===== config.mk =====
export PLATFORM = sky130hd
export DESIGN_NAME = swd_ctrl
export DESIGN_NICKNAME = d
export VERILOG_FILES = /design/src/assert_macros.svh /design/src/swd_pkg.sv /design/src/swd_ctrl.sv
export SDC_FILE = /design/constraint.sdc
export NUM_CORES = 1
export LEC_CHECK = 0
export BUFFER_PORTS_ARGS = -buffer_cell sky130_fd_sc_hd__buf_2
export CAP_MARGIN = 20
export CORE_MARGIN = 2
export CORE_UTILIZATION = 26
export CTS_BUF_LIST = sky130_fd_sc_hd__clkbuf_4
export CTS_CLUSTER_SIZE = 8
export DETAILED_ROUTE_END_ITERATION = 10
export GPL_ROUTABILITY_DRIVEN = 0
export HOLD_SLACK_MARGIN = 0.02
export SYNTH_ARGS = -nofsm -noshare
export SYNTH_HDL_FRONTEND = slang
export SYNTH_SLANG_ARGS = --single-unit

===== constraint.sdc =====
create_clock -name clk -period 1.5 [get_ports clk]
set_clock_uncertainty 0.15 [all_clocks]
set_input_delay 0.15 -clock clk [delete_from_list [all_inputs] [get_ports clk]]
set_output_delay 0.15 -clock clk [all_outputs]
set_load 0.005 [all_outputs]

===== src/assert_macros.svh =====
// Assertion macros used by the top-level RTL file.
`ifndef ASSERT_MACROS_SVH
`define ASSERT_MACROS_SVH
`ifndef NO_ASSERTIONS
`define ASSERT_IMPLIES(label, clk, rst_n, a, c) \
  label: assert property (@(posedge clk) disable iff (!rst_n) (a) |-> (c)) \
    else $error("assertion failed");
`define ASSERT_NEXT(label, clk, rst_n, a, c) \
  label: assert property (@(posedge clk) disable iff (!rst_n) (a) |=> (c)) \
    else $error("assertion failed");
`else
`define ASSERT_IMPLIES(label, clk, rst_n, a, c)
`define ASSERT_NEXT(label, clk, rst_n, a, c)
`endif
`endif


===== src/swd_pkg.sv =====
`default_nettype none
package swd_pkg;
  // Largest number of candidate nodes the stake memory holds.
  localparam int MAX_NODES = 256;

  typedef enum logic [1:0] {
    CMD_LOAD    = 2'd0,
    CMD_DRAW    = 2'd1,
    CMD_RESTART = 2'd2,
    CMD_BAD     = 2'd3
  } cmd_t;

  localparam logic [1:0] CFG_NODE_COUNT  = 2'd0;
  localparam logic [1:0] CFG_SHARD_COUNT = 2'd1;
  localparam int         CFG_IDX_W       = 2;

  typedef struct packed {
    logic [1:0]  command;
    logic [7:0]  node_index;
    logic [31:0] stake_value;
    logic [30:0] random_value;
  } in_item_t;

  typedef struct packed {
    logic [7:0] winner_index;
    logic [7:0] shard_number;
    logic       status;
  } out_item_t;

  typedef enum logic [3:0] {
    ST_IDLE,
    ST_CLEAR,
    ST_SUM,
    ST_SUM_LAST,
    ST_MOD,
    ST_SCAN,
    ST_SCAN_LAST,
    ST_FIRST,
    ST_FIRST_LAST,
    ST_DONE
  } state_t;

  // Commands from the controller to the datapath.
  typedef struct packed {
    logic clr_idx;
    logic clr_acc;
    logic adv_idx;
    logic add_sum;
    logic mod_init;
    logic mod_step;
    logic scan_step;
    logic first_step;
    logic clear_step;
    logic commit;
  } ctl_t;

  // Status from the datapath to the controller.
  typedef struct packed {
    logic idx_last;
    logic mod_done;
    logic found;
    logic clear_last;
  } sts_t;
endpackage
`default_nettype wire


===== src/swd_ctrl.sv =====
`default_nettype none
module swd_ctrl (
  input  wire logic            clk,
  input  wire logic            rst_n,
  input  wire logic            go_draw,
  input  wire logic            go_restart,
  input  wire swd_pkg::sts_t   sts,
  output swd_pkg::state_t      state,
  output swd_pkg::ctl_t        ctl
);
  swd_pkg::state_t state_r, state_nxt;

  assign state = state_r;

  // State register.
  always_ff @(posedge clk) begin
    if (!rst_n) begin
      state_r <= swd_pkg::ST_IDLE;
    end else begin
      state_r <= state_nxt;
    end
  end

  // Next state.
  always_comb begin
    state_nxt = state_r;
    unique case (state_r)
      swd_pkg::ST_IDLE: begin
        if (go_draw) state_nxt = swd_pkg::ST_SUM;
        else if (go_restart) state_nxt = swd_pkg::ST_CLEAR;
      end
      swd_pkg::ST_CLEAR: begin
        if (sts.clear_last) state_nxt = swd_pkg::ST_IDLE;
      end
      swd_pkg::ST_SUM: begin
        if (sts.idx_last) state_nxt = swd_pkg::ST_SUM_LAST;
      end
      swd_pkg::ST_SUM_LAST: state_nxt = swd_pkg::ST_MOD;
      swd_pkg::ST_MOD: begin
        if (sts.mod_done) state_nxt = swd_pkg::ST_SCAN;
      end
      swd_pkg::ST_SCAN: begin
        if (sts.found) state_nxt = swd_pkg::ST_DONE;
        else if (sts.idx_last) state_nxt = swd_pkg::ST_SCAN_LAST;
      end
      swd_pkg::ST_SCAN_LAST: state_nxt = sts.found ? swd_pkg::ST_DONE : swd_pkg::ST_FIRST;
      swd_pkg::ST_FIRST: begin
        if (sts.found) state_nxt = swd_pkg::ST_DONE;
        else if (sts.idx_last) state_nxt = swd_pkg::ST_FIRST_LAST;
      end
      swd_pkg::ST_FIRST_LAST: state_nxt = swd_pkg::ST_DONE;
      swd_pkg::ST_DONE: state_nxt = swd_pkg::ST_IDLE;
      default: state_nxt = swd_pkg::ST_IDLE;
    endcase
  end

  // Outputs.
  always_comb begin
    ctl = '0;
    unique case (state_r)
      swd_pkg::ST_IDLE: begin
        ctl.clr_idx = 1'b1;
        ctl.clr_acc = 1'b1;
      end
      swd_pkg::ST_CLEAR: ctl.clear_step = 1'b1;
      swd_pkg::ST_SUM: begin
        ctl.adv_idx = 1'b1;
        ctl.add_sum = 1'b1;
      end
      swd_pkg::ST_SUM_LAST: ctl.add_sum = 1'b1;
      swd_pkg::ST_MOD: begin
        ctl.mod_step = 1'b1;
        ctl.clr_idx  = 1'b1;
      end
      swd_pkg::ST_SCAN: begin
        ctl.adv_idx   = 1'b1;
        ctl.scan_step = 1'b1;
      end
      swd_pkg::ST_SCAN_LAST: begin
        ctl.scan_step = 1'b1;
        ctl.clr_idx   = 1'b1;
      end
      swd_pkg::ST_FIRST: begin
        ctl.adv_idx    = 1'b1;
        ctl.first_step = 1'b1;
      end
      swd_pkg::ST_FIRST_LAST: ctl.first_step = 1'b1;
      swd_pkg::ST_DONE: ctl.commit = 1'b1;
      default: ctl = '0;
    endcase
    if (state_r == swd_pkg::ST_SUM_LAST) ctl.mod_init = 1'b1;
  end
endmodule
`default_nettype wire


==> results.sh, run 1 <==
export IMPL_status="finished, violations left"
export IMPL_violations="setup timing"
export IMPL_finalPower_mw=0.666
export IMPL_coreArea_sq_mm=0.00154
export IMPL_synth_top_cell_area_share_pct=18.5
export IMPL_synthFlopType="dfxtp_1"
export IMPL_cp_end_kind="primary output"
export IMPL_cap_violations=0
export IMPL_cts_root_buffer="clkbuf_4"
export IMPL_yosys_area_top_type="dfxtp_1"
export IMPL_multi_input_area_sq_um=379
export IMPL_worst_path_buf_inv=2
export IMPL_synth_edff_count=0
export IMPL_num_antenna_cells=0
export IMPL_drc=0
export IMPL_path_max_fanout=6
export IMPL_power_leakage_nw=0.406
export IMPL_io_buffers=21
export IMPL_hold_buffers=0
export IMPL_synth_area_leaders="dfxtp_1 (18%), nand2_1 (7.8%), a21oi_1 (4.6%)"
export IMPL_ys_warnings_count=0
export IMPL_hpwl_um=992
export IMPL_clock_latency_ns=0.23
export IMPL_cts_buffers_inserted=3
export IMPL_vias=631
export IMPL_totalWireLength_um=1640
export IMPL_path_cells="buf_6 -> or3_4 -> o21ai_1 -> buf_2"
export IMPL_wl_per_cell_um=14.0
export IMPL_areaGrowthSynthToFinish_pct=89.0
export IMPL_cts_tree="built"
export IMPL_nFillCells=148
export IMPL_rsz0062_at_grt="yes"
export IMPL_largest_reg_flops=4
export IMPL_p_per_area_mw_per_mm2=814
export IMPL_fin_util_pct=53.1
export IMPL_holdCritStartpoint="rst_n"
export IMPL_postRouteAntennaNets=0
export IMPL_finalSetupTns_ns=-0.119
export IMPL_synthCells=61
export IMPL_ir_worst_vdd_mv=0.559
export IMPL_critPathLaunch="state[0]"
export IMPL_crit_family="flip-flops"
export IMPL_clkTransAtPathRegs_ns=0.04
export IMPL_r2r_start="state[0]"
export IMPL_antenna_found_initial=0
export IMPL_first_pass_iters=4
export IMPL_syn_avg_cell_area_sq_um=7.10
export IMPL_synth_seq_area_share_pct=18.5
export IMPL_critPathMaxStageDelay_ns=0.36
export IMPL_dieArea_sq_mm=0.00201
export IMPL_initial_core_util_pct=28.1
export IMPL_final_min_clock_period_ns=1.57
export IMPL_initialDrtViolationCount=14
export IMPL_timing_final_crit_share_pct=105
export IMPL_gr_total_overflow=0
export IMPL_setup_viol_count_final=3
export IMPL_fp_dieH_um=44.8
export IMPL_dp_slack_ns=-0.0124
export IMPL_async_flop_share_pct=0
export IMPL_drive_above_1_share_pct=66.3
export IMPL_htreeDepth=1
export IMPL_hold_class="in2reg"
export IMPL_cts_sinks=4
export IMPL_slew_headroom_pct=78.9
export IMPL_hold_violations=0
export IMPL_viasPerCell=5.39
export IMPL_row_count=14
export IMPL_grt_pass1_vias=528
export IMPL_layout_common_cells="buf_2 (21), buf_4 (14), nand2_1 (8), buf_6 (6)"
export IMPL_io_pins=22
export IMPL_startpoint_type="flip-flop"
export IMPL_crit_arrival_ns=1.27
export IMPL_cp_slowest_cell="dfxtp_4"
export IMPL_synth_cell_types=34
export IMPL_grt_max_degree=8
export IMPL_design_area_sq_um=818
export IMPL_synth_area_sq_um=433
export IMPL_placedInstanceArea_sq_um=616
export IMPL_syn_nets=69
export IMPL_setup_ws_ns=-0.0677
export IMPL_cts_buffer_depth=2
export IMPL_track_usage_pct=15.8
export IMPL_seqCellArea_sq_um=90.1
export IMPL_synth_ff_latch_count=4
export IMPL_fp_dieW_um=44.8
export IMPL_nNetsFinal=111
export IMPL_required_ns=1.20
export IMPL_worst_pin_slew_ns=0.317
export IMPL_grt_first_pass_wirelength_um=2280
export IMPL_path_class="reg2out"
export IMPL_final_common_cell="buf_2"
export IMPL_report_final_slew_viol_count=0
export IMPL_fmax_mhz=638
-- metal layers --
layer  track usage, %  share of wire (%)  vias up
met5                0                  0        -
met4             3.53                2.0        0
met3             3.60                8.3        4
met2             28.7                 48       37
met1             18.7                 41      286
li1                 -                  -      304
-- layout make-up --
class | count | area share, %
clock buffers | 3 | 2.75
flip-flops and latches | 4 | 11.0
repair buffers | 42 | 35.8
inverters | 3 | 1.68
multi-input cells | 49 | 46.3
well taps | 16 | 2.45
-- path summary, 6_finish.rpt --
kind                                  to  slack (ns)  cells past startpoint
worst min-delay path            state[0]        0.07                      3
worst min register to register  state[1]        0.49                      2
worst max-delay path              ctl[2]       -0.07                      4
worst max register to register  state[2]        0.01                      5
-- Yosys cell counts, types with 2 or more instances --
cell	instances
mux2i_1	2
dfxtp_1	4
a21oi_1	4
o21ai_0	2
buf_2	2
nor3b_1	2
nand2b_1	2
nor2_1	5
inv_1	2
nand2_1	9
nor3_1	4
-- what timing repair did --
action | 4_1_cts | 5_1_grt
setup endpoints to repair | 11 | 13
resized for setup | 12 | 18
setup buffers | 8 | 1
pin swaps | 0 | 2
-- report_power, final --
| part | leakage [nW] | total (mW) | internal (mW) | switching [mW] |
|---|---|---|---|---|
| Clock | 0.0138 | 0.127 | 0.0890 | 0.0378 |
| Sequential | 0.0350 | 0.140 | 0.122 | 0.0182 |
| Combinational | 0.357 | 0.399 | 0.218 | 0.182 |
| Total | 0.406 | 0.666 | 0.428 | 0.238 |
-- worst register-to-register path: cells and delay by family (launching register included) --
kind	cells	cell delay (ns)
flip-flops	1	0.36
AND/OR/NAND/NOR	2	0.30
AO/OA/AOI/OAI	2	0.42
buffers and inverters	1	0.15
-- stage by stage --
step	hold slack [ns]	instances
2_1_floorplan	0.147	61
4_1_cts	0.0631	116
6_report	0.0710	117
5_1_grt	0.0788	117
3_3_place_gp	0.308	105
3_5_place_dp	0.315	105
-- kinds of logic (layout without fill, tap and decap cells) --
logic type             count (synthesis)  count (layout)  share of synthesized area, %
multiplexers                           2               2                          4.62
flip-flops                             4               4                          18.5
AND/OR/NAND/NOR                       31              31                          39.0
AO/OA/AOI/OAI                         16              16                          27.8
buffers and inverters                  8              48                          10.1
(Power assumes the default switching activity.)
==> run 2, diff against run 1 <==
- TNS_END_PERCENT: unset -> 1
==> run 2 against run 1 <==
Compared with the run above:
- the run still ends with setup timing left
- design area down 3.5%
- power down 3.6%
- clock power about the same
- first-iteration DRC count up 7.1%
- sequential power about the same
- register-to-register slack about the same
==> results.sh, run 2 (same netlist as run 1, synthesis figures left out) <==
export IMPL_grt_pass1_vias=508
export IMPL_num_antenna_cells=0
export IMPL_cp_end_kind="primary output"
export IMPL_fmax_mhz=634
export IMPL_largest_reg_flops=4
export IMPL_power_leakage_nw=0.388
export IMPL_cts_buffer_depth=2
export IMPL_hold_ws_ns=0.0674
export IMPL_viasPerCell=5.22
export IMPL_ir_worst_vdd_mv=0.548
export IMPL_cts_buffers_inserted=3
export IMPL_row_count=14
export IMPL_path_max_fanout=6
export IMPL_dp_slack_ns=-0.0124
export IMPL_initial_core_util_pct=28.1
export IMPL_hold_violations=0
export IMPL_postRouteAntennaNets=0
export IMPL_drive_above_1_share_pct=65.3
export IMPL_grt_max_degree=12
export IMPL_clkTransAtPathRegs_ns=0.04
export IMPL_final_min_clock_period_ns=1.58
export IMPL_setup_viol_count_final=3
export IMPL_timing_final_crit_share_pct=105
export IMPL_path_class="reg2out"
export IMPL_fp_dieH_um=44.8
export IMPL_htreeDepth=1
export IMPL_first_pass_iters=4
export IMPL_initialDrtViolationCount=15
export IMPL_wl_per_cell_um=14.0
export IMPL_swShare_pct=36.1
export IMPL_coreArea_sq_mm=0.00154
export IMPL_fp_dieW_um=44.8
export IMPL_hpwl_um=992
export IMPL_cts_root_buffer="clkbuf_4"
export IMPL_cts_tree="built"
export IMPL_required_ns=1.20
export IMPL_track_usage_pct=15.2
export IMPL_totalWireLength_um=1590
export IMPL_antenna_found_initial=0
export IMPL_crit_arrival_ns=1.28
export IMPL_status="finished, violations left"
export IMPL_drc=0
export IMPL_hold_class="in2reg"
export IMPL_slew_headroom_pct=79.1
export IMPL_cap_violations=0
export IMPL_dieArea_sq_mm=0.00201
export IMPL_violations="setup timing"
export IMPL_setup_ws_ns=-0.0766
export IMPL_grt_first_pass_wirelength_um=2200
export IMPL_report_final_slew_viol_count=0
export IMPL_clock_latency_ns=0.23
export IMPL_power_switching_mw=0.232
export IMPL_rsz0062_at_grt="yes"
export IMPL_final_common_cell="buf_2"
export IMPL_vias=595
export IMPL_cts_sinks=4
export IMPL_clkPwrFrac_pct=19.7
export IMPL_nNetsFinal=108
export IMPL_pwr_share_comb_pct=58.5
export IMPL_worst_pin_slew_ns=0.314
export IMPL_io_pins=22
export IMPL_dp_cells=105
export IMPL_p_per_area_mw_per_mm2=813
export IMPL_pwr_share_seq_pct=21.8
export IMPL_layout_common_cells="buf_2 (21), buf_4 (12), nand2_1 (8), buf_6 (6)"
export IMPL_gr_total_overflow=0
export IMPL_startpoint_type="flip-flop"
export IMPL_intPower_mw=0.410
export IMPL_stdcell_count=114
export IMPL_io_buffers=21
export IMPL_areaGrowthSynthToFinish_pct=82.4
run 2: changes by cell type in the layout (fill, tap and decap cells not counted):
| cell | previous run | this run |
|---|---|---|
| buf_4 | 14 | 12 |
| buf_8 | 1 | 0 |
| inv_2 | 1 | 2 |
| inv_4 | 1 | 0 |
| nand2_2 | 0 | 1 |
| nand2_4 | 1 | 0 |
| nor4_2 | 1 | 0 |
| nor4_4 | 0 | 1 |
run 2: metal layers:
layer  wire length (um)  track usage [%]  up-vias  share of wire [%]
met2                802             26.7       16                 50
met3                 68             3.60        0                4.3
met1                721             18.7      283                 45
li1                   -                -      296                  -
met5                  0                0        -                  0
met4                  0             3.53        0                  0
run 2: final cells by class:
cell class,instances,area (sq um)
repair buffers,39,263
fillers,157,752
well taps,16,20.0
multi-input cells,49,383
inverters,3,11.3
clock buffers,3,22.5
flip-flops and latches,4,90.1
run 2: what timing repair did:
item | in CTS | in global routing
setup buffers | 6 | 0
pin swaps | 0 | 1
gates resized for setup | 13 | 14
hold buffers | 0 | 0
setup endpoints to repair | 11 | 13
endpoints found under the hold margin | 0 | 0
run 2: power by group through the flow:
| stage | clock network (mW) | logic, mW | registers, mW |
|---|---|---|---|
| 3_3_place_gp | 0 | 0.262 | 0.142 |
| 6_report | 0.127 | 0.376 | 0.140 |
| 5_1_grt | 0.144 | 0.403 | 0.141 |
| 2_1_floorplan | 0 | 0.159 | 0.134 |
| 4_1_cts | 0.133 | 0.329 | 0.138 |
| 3_5_place_dp | 0 | 0.265 | 0.142 |
run 2: metrics by stage:
step / setup TNS [ns] / cell area (sq um) / util, % / power [mW]
final: -0.118 / 790 / 51.2 / 0.642
after global routing: -0.409 / 790 / 51.2 / 0.688
after CTS: -0.133 / 722 / 46.8 / 0.600
after detailed placement: -0.0124 / 616 / 39.9 / 0.406
after global placement: 0 / 616 / 39.9 / 0.405
after floorplan: 0 / 433 / - / 0.292
run 2: worst max-delay path, cell delays in order (launching register included):
cell and delay (ns):
dfxtp_4 0.36, buf_6 0.12, or3_4 0.38, o21ai_1 0.07
buf_2 0.12
run 2: path summary, 6_finish.rpt:
| kind | from | end | slack [ns] | depth (start not counted) |
|---|---|---|---|---|
| min reg2reg | state[2] | state[2] | 0.50 | 3 |
| max | state[0] | ctl[2] | -0.08 | 4 |
| min | rst_n | state[0] | 0.07 | 3 |
| max reg2reg | state[0] | state[2] | 0.02 | 5 |
==> run 3, diff against run 2 <==
- ABC_AREA: unset -> 1
==> run 3 against run 2 <==
Compared with the run above:
- the flow now finishes without violations
- synthesized area grew 3.5%
- clock power is 6% higher
- non-clock buffer count decreased by 3
- largest cell class unchanged
==> results.sh, run 3 <==
export IMPL_fmax_mhz=671
export IMPL_timing_final_crit_share_pct=99.4
export IMPL_grt_pass1_vias=514
export IMPL_grt_max_degree=9
export IMPL_nNetsFinal=120
export IMPL_finalPower_mw=1.80
export IMPL_drc=0
export IMPL_hold_violations=0
export IMPL_clkPwrFrac_pct=7.5
export IMPL_nFillCells=160
export IMPL_track_usage_pct=13.6
export IMPL_syn_avg_cell_area_sq_um=6.31
export IMPL_swShare_pct=47.1
export IMPL_ys_warnings_count=0
export IMPL_coreArea_sq_mm=0.00156
export IMPL_required_ns=1.20
export IMPL_initial_core_util_pct=28.7
export IMPL_fin_util_pct=51.3
export IMPL_antenna_found_initial=0
export IMPL_layout_common_cells="buf_2 (20), buf_4 (10), nand2_1 (9), nand2_2 (8), inv_1 (8)"
export IMPL_syn_nets=79
export IMPL_power_leakage_nw=0.436
export IMPL_final_min_clock_period_ns=1.49
export IMPL_yosys_area_top_type="dfxtp_1"
export IMPL_cts_root_buffer="clkbuf_4"
export IMPL_slew_headroom_pct=82.5
export IMPL_clock_latency_ns=0.23
export IMPL_totalWireLength_um=1410
export IMPL_power_switching_mw=0.847
export IMPL_worst_pin_slew_ns=0.261
export IMPL_multi_input_area_sq_um=370
export IMPL_row_count=14
export IMPL_postRouteAntennaNets=0
export IMPL_path_max_fanout=8
export IMPL_rsz0062_at_grt="yes"
export IMPL_io_buffers=21
export IMPL_htreeDepth=1
export IMPL_synth_edff_count=0
export IMPL_initialDrtViolationCount=5
export IMPL_cts_buffers_inserted=3
export IMPL_io_pins=22
export IMPL_drt_met1_wl_um=638
export IMPL_cts_buffer_depth=2
export IMPL_seqCellArea_sq_um=95.1
export IMPL_first_pass_iters=4
export IMPL_path_class="reg2out"
export IMPL_grt_first_pass_wirelength_um=2040
export IMPL_cp_end_kind="primary output"
export IMPL_final_common_cell="buf_2"
export IMPL_status="finished, final reports clean"
export IMPL_synth_cell_types=16
export IMPL_wl_per_cell_um=11.2
export IMPL_fp_dieW_um=45.5
export IMPL_synth_most_common_cell="nand2_1"
export IMPL_synth_area_leaders="dfxtp_1 (18%), nand2_1 (12%), nand3_1 (11%)"
export IMPL_hold_class="in2reg"
export IMPL_fp_dieH_um=45.5
export IMPL_synth_top_cell_area_share_pct=17.9
export IMPL_cts_tree="built"
export IMPL_p_per_area_mw_per_mm2=2250
export IMPL_async_flop_share_pct=0
export IMPL_wl_met3_um=70
export IMPL_pwr_share_comb_pct=77.1
export IMPL_finalSetupTns_ns=0
export IMPL_setup_viol_count_final=0
export IMPL_synthTopCellsByCount="nand2_1 (14), nand3_1 (10), inv_1 (9), nor2_1 (7), nor2_2 (5)"
export IMPL_cap_violations=0
export IMPL_ir_worst_vdd_mv=0.799
export IMPL_areaGrowthSynthToFinish_pct=78.5
export IMPL_num_antenna_cells=0
export IMPL_vias=591
export IMPL_hpwl_um=982
export IMPL_pwr_share_seq_pct=15.4
export IMPL_wl_met2_um=705
export IMPL_intPower_mw=0.952
export IMPL_synth_seq_area_share_pct=17.9
export IMPL_cts_sinks=4
export IMPL_synth_area_sq_um=448
export IMPL_largest_reg_flops=4
export IMPL_crit_arrival_ns=1.19
export IMPL_synthFlopType="dfxtp_1"
export IMPL_gr_total_overflow=0
export IMPL_dieArea_sq_mm=0.00207
export IMPL_drive_above_1_share_pct=64.5
export IMPL_report_final_slew_viol_count=0
export IMPL_highest_layer="met3"
export IMPL_clkTransAtPathRegs_ns=0.04
export IMPL_startpoint_type="flip-flop"
export IMPL_synth_ff_latch_count=4
export IMPL_viasPerCell=4.69
export IMPL_synthCells=71
run 3: area by class of cell:
type / instances / area share (%)
clock buffers: 3 / 2.82
well taps: 16 / 2.50
flip-flops and latches: 4 / 11.9
repair buffers: 36 / 30.2
multi-input cells: 55 / 46.3
inverters: 12 / 6.26
run 3: cell families after synthesis:
| kind of cell | synth area share (%) |
|---|---|
| compound gates | 3.35 |
| buf+inv | 10.1 |
| simple gates | 68.7 |
| flops | 17.9 |
run 3: repair_timing:
action	4_1_cts	5_1_grt
resized for setup	8	20
endpoints found under the hold margin	1	0
endpoints found under the setup margin	11	13
pin swaps	2	9
hold buffers	1	0
cloned	0	0
buffers inserted	2	6
run 3: path summary, 6_finish.rpt:
kind | startpoint | end | slack (ns) | depth (start not counted)
max | state[2] | ctl[2] | 0.009 | 5
min | sts[3] | state[1] | 0.18 | 5
max reg2reg | state[2] | state[2] | 0.08 | 9
min reg2reg | state[1] | state[1] | 0.44 | 2
run 3: per-stage QoR:
step | hold slack, ns | worst slack, ns | area, sq um | instances
6_report | 0.184 | 0.00870 | 800 | 126
5_1_grt | 0.224 | -0.0577 | 800 | 126
4_1_cts | 0.177 | -0.0287 | 686 | 120
3_5_place_dp | 0.271 | -0.00124 | 618 | 114
3_3_place_gp | 0.268 | -0.00915 | 618 | 114
2_1_floorplan | 0.121 | 0.124 | 448 | 71
run 3: power by group through the flow:
stage	combinational (mW)	sequential [mW]	clock [mW]
floorplan	0.640	0.226	0
global placement	1.03	0.228	0
detailed placement	1.03	0.234	0
CTS	1.09	0.268	0.143
global route	1.51	0.285	0.151
finish	1.39	0.277	0.135
run 3: worst max-delay path: stages, from the launching register on:
cell	delay, ns
dfxtp_4	0.37
inv_4	0.05
nor2_4	0.22
nand3_2	0.12
nand2_2	0.09
buf_2	0.11
run 3: routing by layer:
| metal | global-route usage (%) | vias to the layer above |
|---|---|---|
| met5 | 0 | - |
| met4 | 5.29 | 0 |
| met3 | 4.76 | 0 |
| met2 | 21.7 | 22 |
| met1 | 16.4 | 263 |
| li1 | - | 306 |
